[config.mk]
export PLATFORM = sky130hd
export DESIGN_NAME = obd_pid_table_responder
export DESIGN_NICKNAME = d
export VERILOG_FILES = /design/src/rtl/core/optr_pkg.sv /design/src/rtl/core/optr_ctrl.sv /design/src/rtl/core/optr_dp.sv /design/src/rtl/core/obd_pid_table_responder.sv
export SDC_FILE = /design/constraint.sdc
export NUM_CORES = 2
export LEC_CHECK = 0
export BUFFER_PORTS_ARGS = -buffer_cell sky130_fd_sc_hd__buf_2
export CAP_MARGIN = 20
export CORE_ASPECT_RATIO = 0.75
export CORE_MARGIN = 10
export CORE_UTILIZATION = 35
export DETAILED_ROUTE_END_ITERATION = 16
export PLACE_DENSITY_LB_ADDON = 0.25
export SYNTH_ARGS = -nofsm -noshare
export SYNTH_HDL_FRONTEND = slang
export SYNTH_SLANG_ARGS = --single-unit
[constraint.sdc]
create_clock -name i_clk -period 6.6 [get_ports i_clk]
set_clock_uncertainty 0.1 [all_clocks]
set_input_delay 0.66 -clock i_clk [delete_from_list [all_inputs] [get_ports i_clk]]
set_output_delay 0.66 -clock i_clk [all_outputs]
set_load 0.03 [all_outputs]
[src/rtl/core/optr_pkg.sv]
// Shared types and constants for the OBD-II PID table responder.
package optr_pkg;

    localparam int MAX_ENTRIES = 64;
    localparam int MAX_SOURCES = 64;

    localparam int PID_W   = 8;
    localparam int MODE_W  = 8;
    localparam int SRC_W   = 6;
    localparam int COUNT_W = 7;
    localparam int WIN_N   = 8;
    localparam int WIN_W   = 32;

    localparam logic [7:0] SERVICE_REPLY = 8'h41;
    localparam logic [7:0] MODE_CURRENT  = 8'h01;

    typedef enum logic [1:0] {
        FUNC_CLEAR  = 2'd0,
        FUNC_INSERT = 2'd1,
        FUNC_QUERY  = 2'd2,
        FUNC_NONE   = 2'd3
    } t_func;

    typedef enum logic [2:0] {
        ST_CLEARED   = 3'd0,
        ST_INSERTED  = 3'd1,
        ST_DUPLICATE = 3'd2,
        ST_SKIPPED   = 3'd3,
        ST_FULL      = 3'd4,
        ST_BITMAP    = 3'd5,
        ST_FOUND     = 3'd6,
        ST_REFUSED   = 3'd7
    } t_status;

    // Commands from the controller to the datapath.
    typedef struct packed {
        logic capture;
        logic exec;
    } t_cmd;

endpackage

[src/rtl/core/optr_ctrl.sv]
// Controller state machine: accept a word, execute it, hold the result.
module optr_ctrl (
    input  logic          i_clk,
    input  logic          i_rst_n,
    input  logic          i_in_valid,
    output logic          o_in_stall,
    output logic          o_out_valid,
    input  logic          i_out_stall,
    output optr_pkg::t_cmd o_cmd
);
    import optr_pkg::*;

    typedef enum logic [2:0] {
        S_IDLE = 3'b001,
        S_EXEC = 3'b010,
        S_OUT  = 3'b100
    } t_state;

    t_state r_state;
    t_state n_state;

    always_comb begin
        n_state = r_state;
        unique case (r_state)
            S_IDLE: begin
                if (i_in_valid) begin
                    n_state = S_EXEC;
                end
            end
            S_EXEC: begin
                n_state = S_OUT;
            end
            S_OUT: begin
                if (!i_out_stall) begin
                    n_state = S_IDLE;
                end
            end
            default: begin
                n_state = S_IDLE;
            end
        endcase
    end

    always_ff @(posedge i_clk) begin
        if (!i_rst_n) begin
            r_state <= S_IDLE;
        end else begin
            r_state <= n_state;
        end
    end

    assign o_in_stall    = (r_state != S_IDLE);
    assign o_out_valid   = (r_state == S_OUT);
    assign o_cmd.capture = (r_state == S_IDLE) && i_in_valid;
    assign o_cmd.exec    = (r_state == S_EXEC);

endmodule

[src/rtl/core/optr_dp.sv]
// Datapath: presence vector, source memory, entry count and result registers.
module optr_dp (
    input  logic                           i_clk,
    input  logic                           i_rst_n,
    input  optr_pkg::t_cmd                 i_cmd,
    input  logic [1:0]                     i_func,
    input  logic [optr_pkg::PID_W-1:0]     i_pid,
    input  logic [optr_pkg::MODE_W-1:0]    i_mode,
    input  logic [optr_pkg::SRC_W-1:0]     i_source_index,
    input  logic                           i_source_enabled,
    output logic [2:0]                     o_status,
    output logic [7:0]                     o_reply_service,
    output logic [optr_pkg::PID_W-1:0]     o_reply_pid,
    output logic [optr_pkg::WIN_W-1:0]     o_bitmap,
    output logic [optr_pkg::SRC_W-1:0]     o_found_index,
    output logic [optr_pkg::COUNT_W-1:0]   o_entry_count
);
    import optr_pkg::*;

    // Presence bit of PID p sits at r_present[p[7:5]][p[4:0]].
    logic [WIN_N-1:0][WIN_W-1:0] r_present;
    logic [WIN_N-1:0]            r_grp;
    logic [WIN_N-1:0]            n_grp;
    logic [COUNT_W-1:0]          r_count;
    logic [SRC_W-1:0]            r_src_mem [256];
    logic [SRC_W-1:0]            r_rd_src;

    t_func               r_func;
    logic [PID_W-1:0]    r_pid;
    logic [MODE_W-1:0]   r_mode;
    logic [SRC_W-1:0]    r_src;
    logic                r_en;

    t_status             n_status;
    logic [7:0]          n_service;
    logic [PID_W-1:0]    n_rpid;
    logic [WIN_W-1:0]    n_bits;
    logic [SRC_W-1:0]    n_found;
    logic [COUNT_W-1:0]  n_count;
    logic                n_clear;
    logic                n_insert;

    logic [2:0]          win;
    logic [WIN_W-1:0]    slice;
    logic [WIN_N-1:0]    above;
    logic                pid_hit;

    // Any present PID in window h (base+1 .. base+32) of each window.
    always_comb begin
        for (int h = 0; h < WIN_N - 1; h++) begin
            n_grp[h] = (|r_present[h][WIN_W-1:1]) | r_present[h+1][0];
        end
        n_grp[WIN_N-1] = |r_present[WIN_N-1][WIN_W-1:1];
    end

    always_ff @(posedge i_clk) begin
        r_grp <= n_grp;
    end

    // Capture the word and start the source memory read.
    always_ff @(posedge i_clk) begin
        if (i_cmd.capture) begin
            r_func   <= t_func'(i_func);
            r_pid    <= i_pid;
            r_mode   <= i_mode;
            r_src    <= i_source_index;
            r_en     <= i_source_enabled;
            r_rd_src <= r_src_mem[i_pid];
        end
    end

    assign win     = r_pid[7:5];
    assign pid_hit = r_present[r_pid[7:5]][r_pid[4:0]];

    // Window slice, first PID of the window in the MSB.
    always_comb begin
        for (int off = 0; off < WIN_W - 1; off++) begin
            slice[WIN_W-1-off] = r_present[win][off+1];
        end
        slice[0] = (win != 3'(WIN_N - 1)) ? r_present[win + 3'd1][0] : 1'b0;
        for (int h = 0; h < WIN_N; h++) begin
            above[h] = (3'(h) > win) ? r_grp[h] : 1'b0;
        end
    end

    always_comb begin
        n_status  = ST_REFUSED;
        n_service = '0;
        n_rpid    = '0;
        n_bits    = '0;
        n_found   = '0;
        n_count   = r_count;
        n_clear   = 1'b0;
        n_insert  = 1'b0;
        case (r_func)
            FUNC_CLEAR: begin
                n_clear  = 1'b1;
                n_count  = '0;
                n_status = ST_CLEARED;
            end
            FUNC_INSERT: begin
                if (int'(r_count) >= MAX_ENTRIES) begin
                    n_status = ST_FULL;
                end else if (!r_en || r_pid == '0 || int'(r_src) >= MAX_SOURCES) begin
                    n_status = ST_SKIPPED;
                end else if (pid_hit) begin
                    n_status = ST_DUPLICATE;
                end else begin
                    n_insert = 1'b1;
                    n_count  = r_count + 7'd1;
                    n_status = ST_INSERTED;
                end
            end
            FUNC_QUERY: begin
                n_rpid = r_pid;
                if (r_mode != MODE_CURRENT) begin
                    n_status = ST_REFUSED;
                end else if (r_pid[4:0] == 5'd0) begin
                    // Continuation bit flags a present PID past this window.
                    n_bits    = slice | {{(WIN_W-1){1'b0}}, |above};
                    n_service = SERVICE_REPLY;
                    n_status  = ST_BITMAP;
                end else if (pid_hit) begin
                    n_found   = r_rd_src;
                    n_service = SERVICE_REPLY;
                    n_status  = ST_FOUND;
                end else begin
                    n_status = ST_REFUSED;
                end
            end
            default: begin
                n_status = ST_REFUSED;
            end
        endcase
    end

    always_ff @(posedge i_clk) begin
        if (!i_rst_n) begin
            r_present <= '0;
            r_count   <= '0;
        end else if (i_cmd.exec) begin
            r_count <= n_count;
            if (n_clear) begin
                r_present <= '0;
            end else if (n_insert) begin
                r_present[r_pid[7:5]][r_pid[4:0]] <= 1'b1;
            end
        end
    end

    always_ff @(posedge i_clk) begin
        if (i_cmd.exec && n_insert) begin
            r_src_mem[r_pid] <= r_src;
        end
    end

    // Result registers, held until the word is taken.
    always_ff @(posedge i_clk) begin
        if (i_cmd.exec) begin
            o_status        <= n_status;
            o_reply_service <= n_service;
            o_reply_pid     <= n_rpid;
            o_bitmap        <= n_bits;
            o_found_index   <= n_found;
            o_entry_count   <= n_count;
        end
    end

endmodule

[src/rtl/core/obd_pid_table_responder.sv]
// Top level of the OBD-II Mode 01 PID table responder.
// Handles one word at a time: a word is captured in the idle state, executed
// in the execute state and its result is offered in the output state, held
// until taken; the next word is accepted once the result has gone. The
// source-index memory is read into a register when the word is captured, and
// execute uses that registered value. The presence vector is a register that
// a clear word and reset both clear as a whole, so the block needs no clearing
// pass.
module obd_pid_table_responder (
    input  logic                           i_clk,
    input  logic                           i_rst_n,
    input  logic                           i_in_valid,
    output logic                           o_in_stall,
    input  logic [1:0]                     i_func,
    input  logic [optr_pkg::PID_W-1:0]     i_pid,
    input  logic [optr_pkg::MODE_W-1:0]    i_mode,
    input  logic [optr_pkg::SRC_W-1:0]     i_source_index,
    input  logic                           i_source_enabled,
    output logic                           o_out_valid,
    input  logic                           i_out_stall,
    output logic [2:0]                     o_status,
    output logic [7:0]                     o_reply_service,
    output logic [optr_pkg::PID_W-1:0]     o_reply_pid,
    output logic [optr_pkg::WIN_W-1:0]     o_bitmap,
    output logic [optr_pkg::SRC_W-1:0]     o_found_index,
    output logic [optr_pkg::COUNT_W-1:0]   o_entry_count
);
    import optr_pkg::*;

    t_cmd cmd;

    optr_ctrl u_ctrl (
        .i_clk       (i_clk),
        .i_rst_n     (i_rst_n),
        .i_in_valid  (i_in_valid),
        .o_in_stall  (o_in_stall),
        .o_out_valid (o_out_valid),
        .i_out_stall (i_out_stall),
        .o_cmd       (cmd)
    );

    optr_dp u_dp (
        .i_clk            (i_clk),
        .i_rst_n          (i_rst_n),
        .i_cmd            (cmd),
        .i_func           (i_func),
        .i_pid            (i_pid),
        .i_mode           (i_mode),
        .i_source_index   (i_source_index),
        .i_source_enabled (i_source_enabled),
        .o_status         (o_status),
        .o_reply_service  (o_reply_service),
        .o_reply_pid      (o_reply_pid),
        .o_bitmap         (o_bitmap),
        .o_found_index    (o_found_index),
        .o_entry_count    (o_entry_count)
    );

endmodule
Word level (Yosys, flattened, before mapping)
Memories as Yosys holds them, arrays and structs flattened. A register that Yosys moved wholly into a read port is not among the register bits.
Cells that the tools add are included.
{"block": "totals", "reg_bits": 363, "latch_bits": 0, "mem_bits_rw": 1536, "rom_bits": 0, "output_inout_bits": 66, "wordCells": 131, "memories": 1}
{"name": "u_dp.r_src_mem", "words": 256, "word_bits": 6, "rd": 1, "rd_ports_with_merged_regs": 1, "write_ports": 1, "line_no": "optr_dp.sv:25", "source": "logic [SRC_W-1:0] r_src_mem [256];"}
{"block": "op_classes", "add_sub_neg": 2, "mul": 0, "div": 0, "magnitude_cmp": 14, "eq_ne": 10, "shifts": 0, "mux": 44, "bitwise": 12, "reduce_logical": 25}
{"operator": "$mux W256", "count": 2}
{"operator": "$or A256 B256 Y256", "count": 1}
{"operator": "$reduce_or A31 Y1", "count": 8}
{"operator": "$bmux W32 S3", "count": 2}
{"operator": "$demux W32 S3", "count": 1}
{"operator": "$mux W32", "count": 2}
{"operator": "$mux W7", "count": 5}
{"operator": "$or A32 B1 Y32", "count": 1}
{"operator": "$mux W1", "count": 20}
{"operator": "$mux W3", "count": 6}
{"operator": "$pmux W3 S3", "count": 2}
{"operator": "$pmux W7 S2", "count": 1}
{"operator": "$gt A3 B3 Y1 const A", "count": 4}
{"operator": "$logic_not A8 Y1", "count": 1}
{"operator": "$lt A3 B4 Y1 const B", "count": 2}
{"operator": "$ne A8 B1 Y1 const B", "count": 1}
{"operator": "$reduce_or A8 Y1", "count": 1}
{"operator": "$add A7 B1 Y7 const B", "count": 1}
{"operator": "$ge A7 B7 Y1 const B", "count": 1}
{"operator": "$or A1 B1 Y1", "count": 7}
{"operator": "$gt A1 B3 Y1 const A", "count": 2}
{"operator": "$gt A2 B3 Y1 const A", "count": 2}
{"operator": "$lt A5 B6 Y1 const B", "count": 1}
{"operator": "$reduce_or A3 Y1", "count": 2}
{"operator": "other kinds (24)", "count": 31}

Logic depth before layout (Yosys ltp)
{"block": "logic_depth", "ltp_word": 11, "mapped_depth": 15, "depth_no_buf": 9}

By module
Synthesis repeated with hierarchy kept, for this count alone.
{"block": "unflattened", "hier_cells": 3891, "area_unflattened_um2": 75421.1}
{"module": "optr_dp", "n_inst": 1, "cells_each": 3877, "area_per_inst_um2": 75259.7, "seq_area_each_um2": 54172.0}
{"module": "optr_ctrl", "n_inst": 1, "cells_each": 14, "area_per_inst_um2": 161.4, "seq_area_each_um2": 60.1}

Worst setup path after synthesis
No wires, ideal clock.
{"block": "synth_path", "kind": "flip-flop to flip-flop", "startpoint": "reg u_dp.r_src[0]", "endpoint": "mem u_dp.r_src_mem[0][0] (data pin)", "setup_time_ns": 0.817, "arrival_time_ns": 3.228, "t_required_ns": 5.683, "slack_ns": 2.454, "path_stages_with_launch": 1, "path_buffers": 0, "synth_period_minus_slack_ns": 4.146, "cell_sequence": "edfxtp_1"}
{"element": "start: declaration", "line_no": "optr_dp.sv:31", "source": "logic [SRC_W-1:0] r_src;"}
{"element": "start signal: assignment", "line_no": "optr_dp.sv:66", "source": "r_src <= i_source_index;"}
{"element": "end: declaration", "line_no": "optr_dp.sv:25"}
Straight into the memory's write port.

Final worst setup path
{"block": "layout_path", "startpoint": "reg u_dp.r_pid[6]", "endpoint": "mem u_dp.r_src_mem[243][5], enable pin"}
{"block": "layout_via", "elab_chain_cells": 11}
{"element": "start: declaration", "line_no": "optr_dp.sv:29", "source": "logic [PID_W-1:0] r_pid;"}
{"element": "start signal: assignment", "line_no": "optr_dp.sv:64", "source": "r_pid <= i_pid;"}
{"element": "$bmux W32 S3", "line_no": "optr_dp.sv:73", "source": "assign pid_hit = r_present[r_pid[7:5]][r_pid[4:0]];"}
{"element": "$mux W32"}
{"element": "$bmux W1 S5", "line_no": "optr_dp.sv:73"}
{"element": "$mux W1 (implied by the code)", "line_no": "optr_dp.sv:73"}
{"element": "$mux W1", "line_no": "optr_dp.sv:106", "source": "end else if (pid_hit) begin"}
{"element": "$mux W1", "line_no": "optr_dp.sv:104", "source": "end else if (!r_en || r_pid == '0 || int'(r_src) >= MAX_SOURCES) begin"}
{"element": "$mux W1", "line_no": "optr_dp.sv:102", "source": "if (int'(r_count) >= MAX_ENTRIES) begin"}
{"element": "$mux W1", "line_no": "optr_dp.sv:95", "source": "case (r_func)"}
{"element": "$logic_and A1 B1 Y1", "line_no": "optr_dp.sv:152", "source": "if (i_cmd.exec && n_insert) begin"}
{"element": "$mux W1", "line_no": "optr_dp.sv:152"}
{"element": "$mux W1 (implied by the code)", "line_no": "optr_dp.sv:153", "source": "r_src_mem[r_pid] <= r_src;"}
Parallel ways exist; a longest one is shown, timed or not. The select of a mux whose other input is x is not followed.

==> metrics.md <==
| Metric | Value |
|---|---|
| Adder-cell share of the synthesized area | less than 1% |
| Count of cells along the worst register-to-register path | 8 |
| Commonest cells in the netlist | 1624 x edfxtp_1, 539 x mux4_2, 465 x nand2_1 |
| Clock tree root buffer cell | clkbuf_16 |
| Number of failing hold endpoints at the final stage | 0 |
| Hold Crit Depth | 3 |
| Worst Setup Path Type | register to register |
| Number of filler instances in the final layout | between 15000 and 20000 |
| Die outline area | about 240000 um^2 |
| Maximum clock path buffer count | 4 |
| Area of the multi-input gates | about 21000 um^2 |
| Delay of the slowest cell on the worst path | 0.96 ns |
| Reg-to-reg endpoint | u_dp.r_src_mem[243][5]$_DFFE_PP_ |
| TNS Setup | 0 ns |
| Main combinational cell family by area after synthesis | multiplexers |
| VDD IR-drop max | 0.000224 V |
| Antenna Nets Post-Route | 0 |
| Post-CTS setup repair buffer count | 0 |
| Hold_sp | i_out_stall |
| Largest net degree at the start of global routing | between 150 and 200 |
| Maximum net fanout on the critical path | 70 |
| Clk Latency, worst-skew pair | 0.83 ns |
| Number of buffers created by CTS | between 150 and 200 |
| Vias after detailed routing | between 40000 and 50000 |
| Min-Delay Endpoint | u_ctrl.r_state[0]$_SDFFE_PN1P_ |
| Final critical-path share of the clock period | between 70% and 80% |
| Count of buffering cells on the critical path with inverters included | 2 |
| Area growth, synth to finish | 13.1% |
| DRC marker count from the first detailed-route iteration | 6482 |
| Placed wire-length estimate after detailed placement | ~140 mm |
| Number of warnings printed during yosys synthesis | 0 |
| Top cell family by delay on the critical path | compound AO/OA/AOI/OAI gates |
| Wire length of the first global-routing pass | ~320 mm |
| Share of post-route cells with drive strength above 1 | 23.8% |
| Post-route DRC | 0 |
| Overall die height | roughly 420 um |
| Startpoint of the lowest-slack register-to-register path | u_dp.r_pid[6]$_DFFE_PP_ |
| CTS H-Tree Depth | 4 |
| Per-cell via count in the routed design | a little under 6 |
| Cell with the most instances after synthesis | edfxtp_1 |
| Highest clock rate | a little under 0.2 GHz |
| Worst Path Required | about 7 ns |
| Kind of end point of the critical path | register |
| Share of the synthesized area in the top cell type | 64.0% |
| RSZ-0062 raised after global routing | false |
| Inst Count DP | approximately 7000 |
| Number of synthesized flops with an enable pin | around 1600 |
| Yosys top cell by area | edfxtp_1 |
| Sequential fraction of the synthesis area | between 70% and 80% |
| Worst reg-to-reg setup slack | about 1.5 ns |
| Detailed Routing Iterations Pass 1 | 7 |
| Initial core utilization | 35.1% |
| Overflow left after global routing | 0 |
| Primary flip-flop cell chosen by synthesis mapping | edfxtp_1 |
| Total I/O pin count | 95 |
| Complex-gate fraction of the synthesized area | 3.05% |
| Number of standard cells after synthesis | between 4000 and 5000 |
| Filler-free cell count of the finished design | approximately 7400 |
| Tightest Pin Transition | between 1 and 1.5 ns |
| Crit path time final | 5.13 ns |
| Startpoint class of the critical path | register |
| Clock tree from TritonCTS | yes |
| Std-Cell Core Area | 217000 um^2 |
| Power per cell area | 290 nW/um^2 |
| Synthesized area per cell | ~18 um^2 |
| Horizontal die dimension | roughly 560 um |
| Slew Viols, Final | 0 |
| Leakage | about 28 nW |
| Number of clock sinks seen by CTS | ~1900 |
| Distinct cell type count of the synthesized netlist | 63 |
| Xor and xnor area share after synthesis | 0% |
| Synth top area cells | edfxtp_1 64%, mux4_2 16%, dfxtp_1 7.2%, nand2_1 2.3%, and3_1 2.2% |
| Share of synthesized flip-flops with an asynchronous set or reset | 0% |
| Crit-path slowest cell | o21ai_0 |
| Post-CTS clock slew at the launch and capture registers of the worst setup and hold paths | 0.06 ns |
| PortBufs | around 90 |
| Final RePlAce weighted congestion | between 0.9 and 1 |
| Initial antenna violation count | 30 |
| Cell chain of the critical path | clkinv_1 > o21ai_0 > a221oi_1 > nand2_1 > and3_1 > o211a_4 > buf_12 > and3_1 |
| Post-cts resize count | 0 |
| Summed instance area of the synthesized netlist | between 70000 and 80000 um^2 |
| Number of placement rows | between 100 and 150 |
| Min-Delay Path Class | primary input to register |
| Maxcap violations | 0 |
| FF+latch area | between 50000 and 60000 um^2 |
| Simple-gate share of the synthesized area | under 10% |
| Total Wirelength | about 230 mm |
| NumNets Final | 4384 |
| Multiplexer share of the synthesized area | between 10% and 20% |
| Flip-flop and latch count after synthesis | around 1900 |
| Cell mode on critical path | and3_1 |
| Run status | complete, no violations |
| Worst path arrival time | between 5 and 6 ns |
| Via count of the first global-routing pass | 41400 |
| Routed len/inst | roughly 31 um |
| Tightest slew margin relative to the limit | approximately 23% |
| All-layer global routing usage | roughly a fifth |
| Number of setup violations in the final report | 0 |
[cell families (layout without fill, tap and decap cells)]
kind of cell | count (synthesis) | count (layout)
multiplexers | 618 | 618
AO/OA/AOI/OAI | 359 | 359
other | 1 | 35
AND/OR/NAND/NOR | 1036 | 1036
adder cells (fa/ha/maj) | 5 | 5
flip-flops | 1897 | 1897
buffers and inverters | 333 | 561
[final cells by class]
class,count,share of cell area [%]
Antenna cell,23,0.0668
Clock buffer,223,5.65
Clock inverter,100,1.07
Inverter,12,0.0538
Multi-Input combinational cell,2030,23.9
Sequential cell,1897,63.0
Tap cell,2850,4.14
Timing Repair Buffer,226,2.09
[metal layers]
metal	global-route usage (%)	part of all wire [%]	vias to the layer above
met5	0	0.0092	-
met4	4.10	2.1	4
met1	28.6	44	22500
li1	-	-	17300
met3	7.43	13	306
met2	24.6	40	2483
[layout by cell type, fill, tap and decap left out, types with 20 or more instances in the layout]
cell type,netlist,final
dfxtp_1,273,273
buf_4,18,101
clkbuf_16,0,188
nand2_1,465,465
buf_12,0,20
o31ai_1,106,106
nand4_1,22,22
nor4_1,59,57
clkinv_2,0,33
clkinv_1,3,40
diode_2,0,23
and3_1,268,268
mux2i_1,68,68
o21ai_0,158,158
nor2_1,89,77
nand3_1,37,36
mux4_2,539,539
clkbuf_1,184,32
edfxtp_1,1624,1624
buf_2,51,84
[worst min-delay path: stages]
cell     delay (ns)
buf_2          0.07
and2_1         0.12
o21ai_0        0.08
[state kept, by name, indices dropped and copies added, names as in the netlist, 2 cells and up]
| name | flops |
|---|---|
| u_dp.r_src_mem | 1536 |
| u_dp.o_entry_count | 7 |
| u_dp.r_rd_src | 6 |
| u_dp.o_found_index | 6 |
| u_dp.r_pid | 8 |
| u_dp.r_count | 7 |
| u_dp.r_src | 6 |
| u_dp.r_grp | 7 |
| u_dp.o_status | 3 |
| u_dp.r_func | 2 |
| u_dp.r_present | 256 |
| u_dp.o_bitmap | 32 |
| u_dp.o_reply_pid | 8 |
| u_ctrl.r_state | 3 |
| u_dp.r_mode | 8 |
[through the flow]
| step | area, um^2 | hold WS [ns] | util (%) | power [mW] | setup WS [ns] |
|---|---|---|---|---|---|
| after floorplan | 76200 | 0.320 | - | 14.2 | 2.45 |
| after CTS | 86000 | 0.0203 | 39.7 | 25.1 | 1.68 |
| after global placement | 80100 | 0.338 | 36.9 | 14.8 | 1.86 |
| after detailed placement | 80100 | 0.342 | 37.0 | 14.8 | 1.74 |
| final | 86100 | 0.0656 | 39.7 | 25.0 | 1.47 |
| after global routing | 86100 | 0.0724 | 39.7 | 25.7 | 1.40 |
[how the worst max path moves through the flow]
stage / to / slack [ns] / from / cells after the start
after CTS: u_dp.r_src_mem[187][5]$_DFFE_PP_ / 1.68 / u_dp.r_pid[6]$_DFFE_PP_ / 8
after detailed placement: u_dp.r_src_mem[110][1]$_DFFE_PP_ / 1.74 / u_dp.r_pid[6]$_DFFE_PP_ / 8
after floorplan: u_dp.r_src_mem[0][0]$_DFFE_PP_ / 2.45 / u_dp.r_src[0]$_DFFE_PP_ / 0
after global routing: u_dp.r_src_mem[236][0]$_DFFE_PP_ / 1.40 / u_dp.r_pid[6]$_DFFE_PP_ / 8
final: u_dp.r_src_mem[243][5]$_DFFE_PP_ / 1.47 / u_dp.r_pid[6]$_DFFE_PP_ / 8
after global placement: u_dp.r_src_mem[125][0]$_DFFE_PP_ / 1.86 / u_dp.r_pid[6]$_DFFE_PP_ / 8
[report_power, final]
part	leakage (nW)	total (mW)	switching [mW]	internal, mW
Combinational	8.07	1.43	0.961	0.466
Clock	2.83	10.4	4.55	5.90
Sequential	16.9	13.1	0.0430	13.1
[what timing repair did]
item | in CTS | in global routing
setup endpoints to repair | 0 | 0
hold endpoints to repair | 17 | 0
hold buffers | 17 | 0
(Power assumes the default switching activity.)
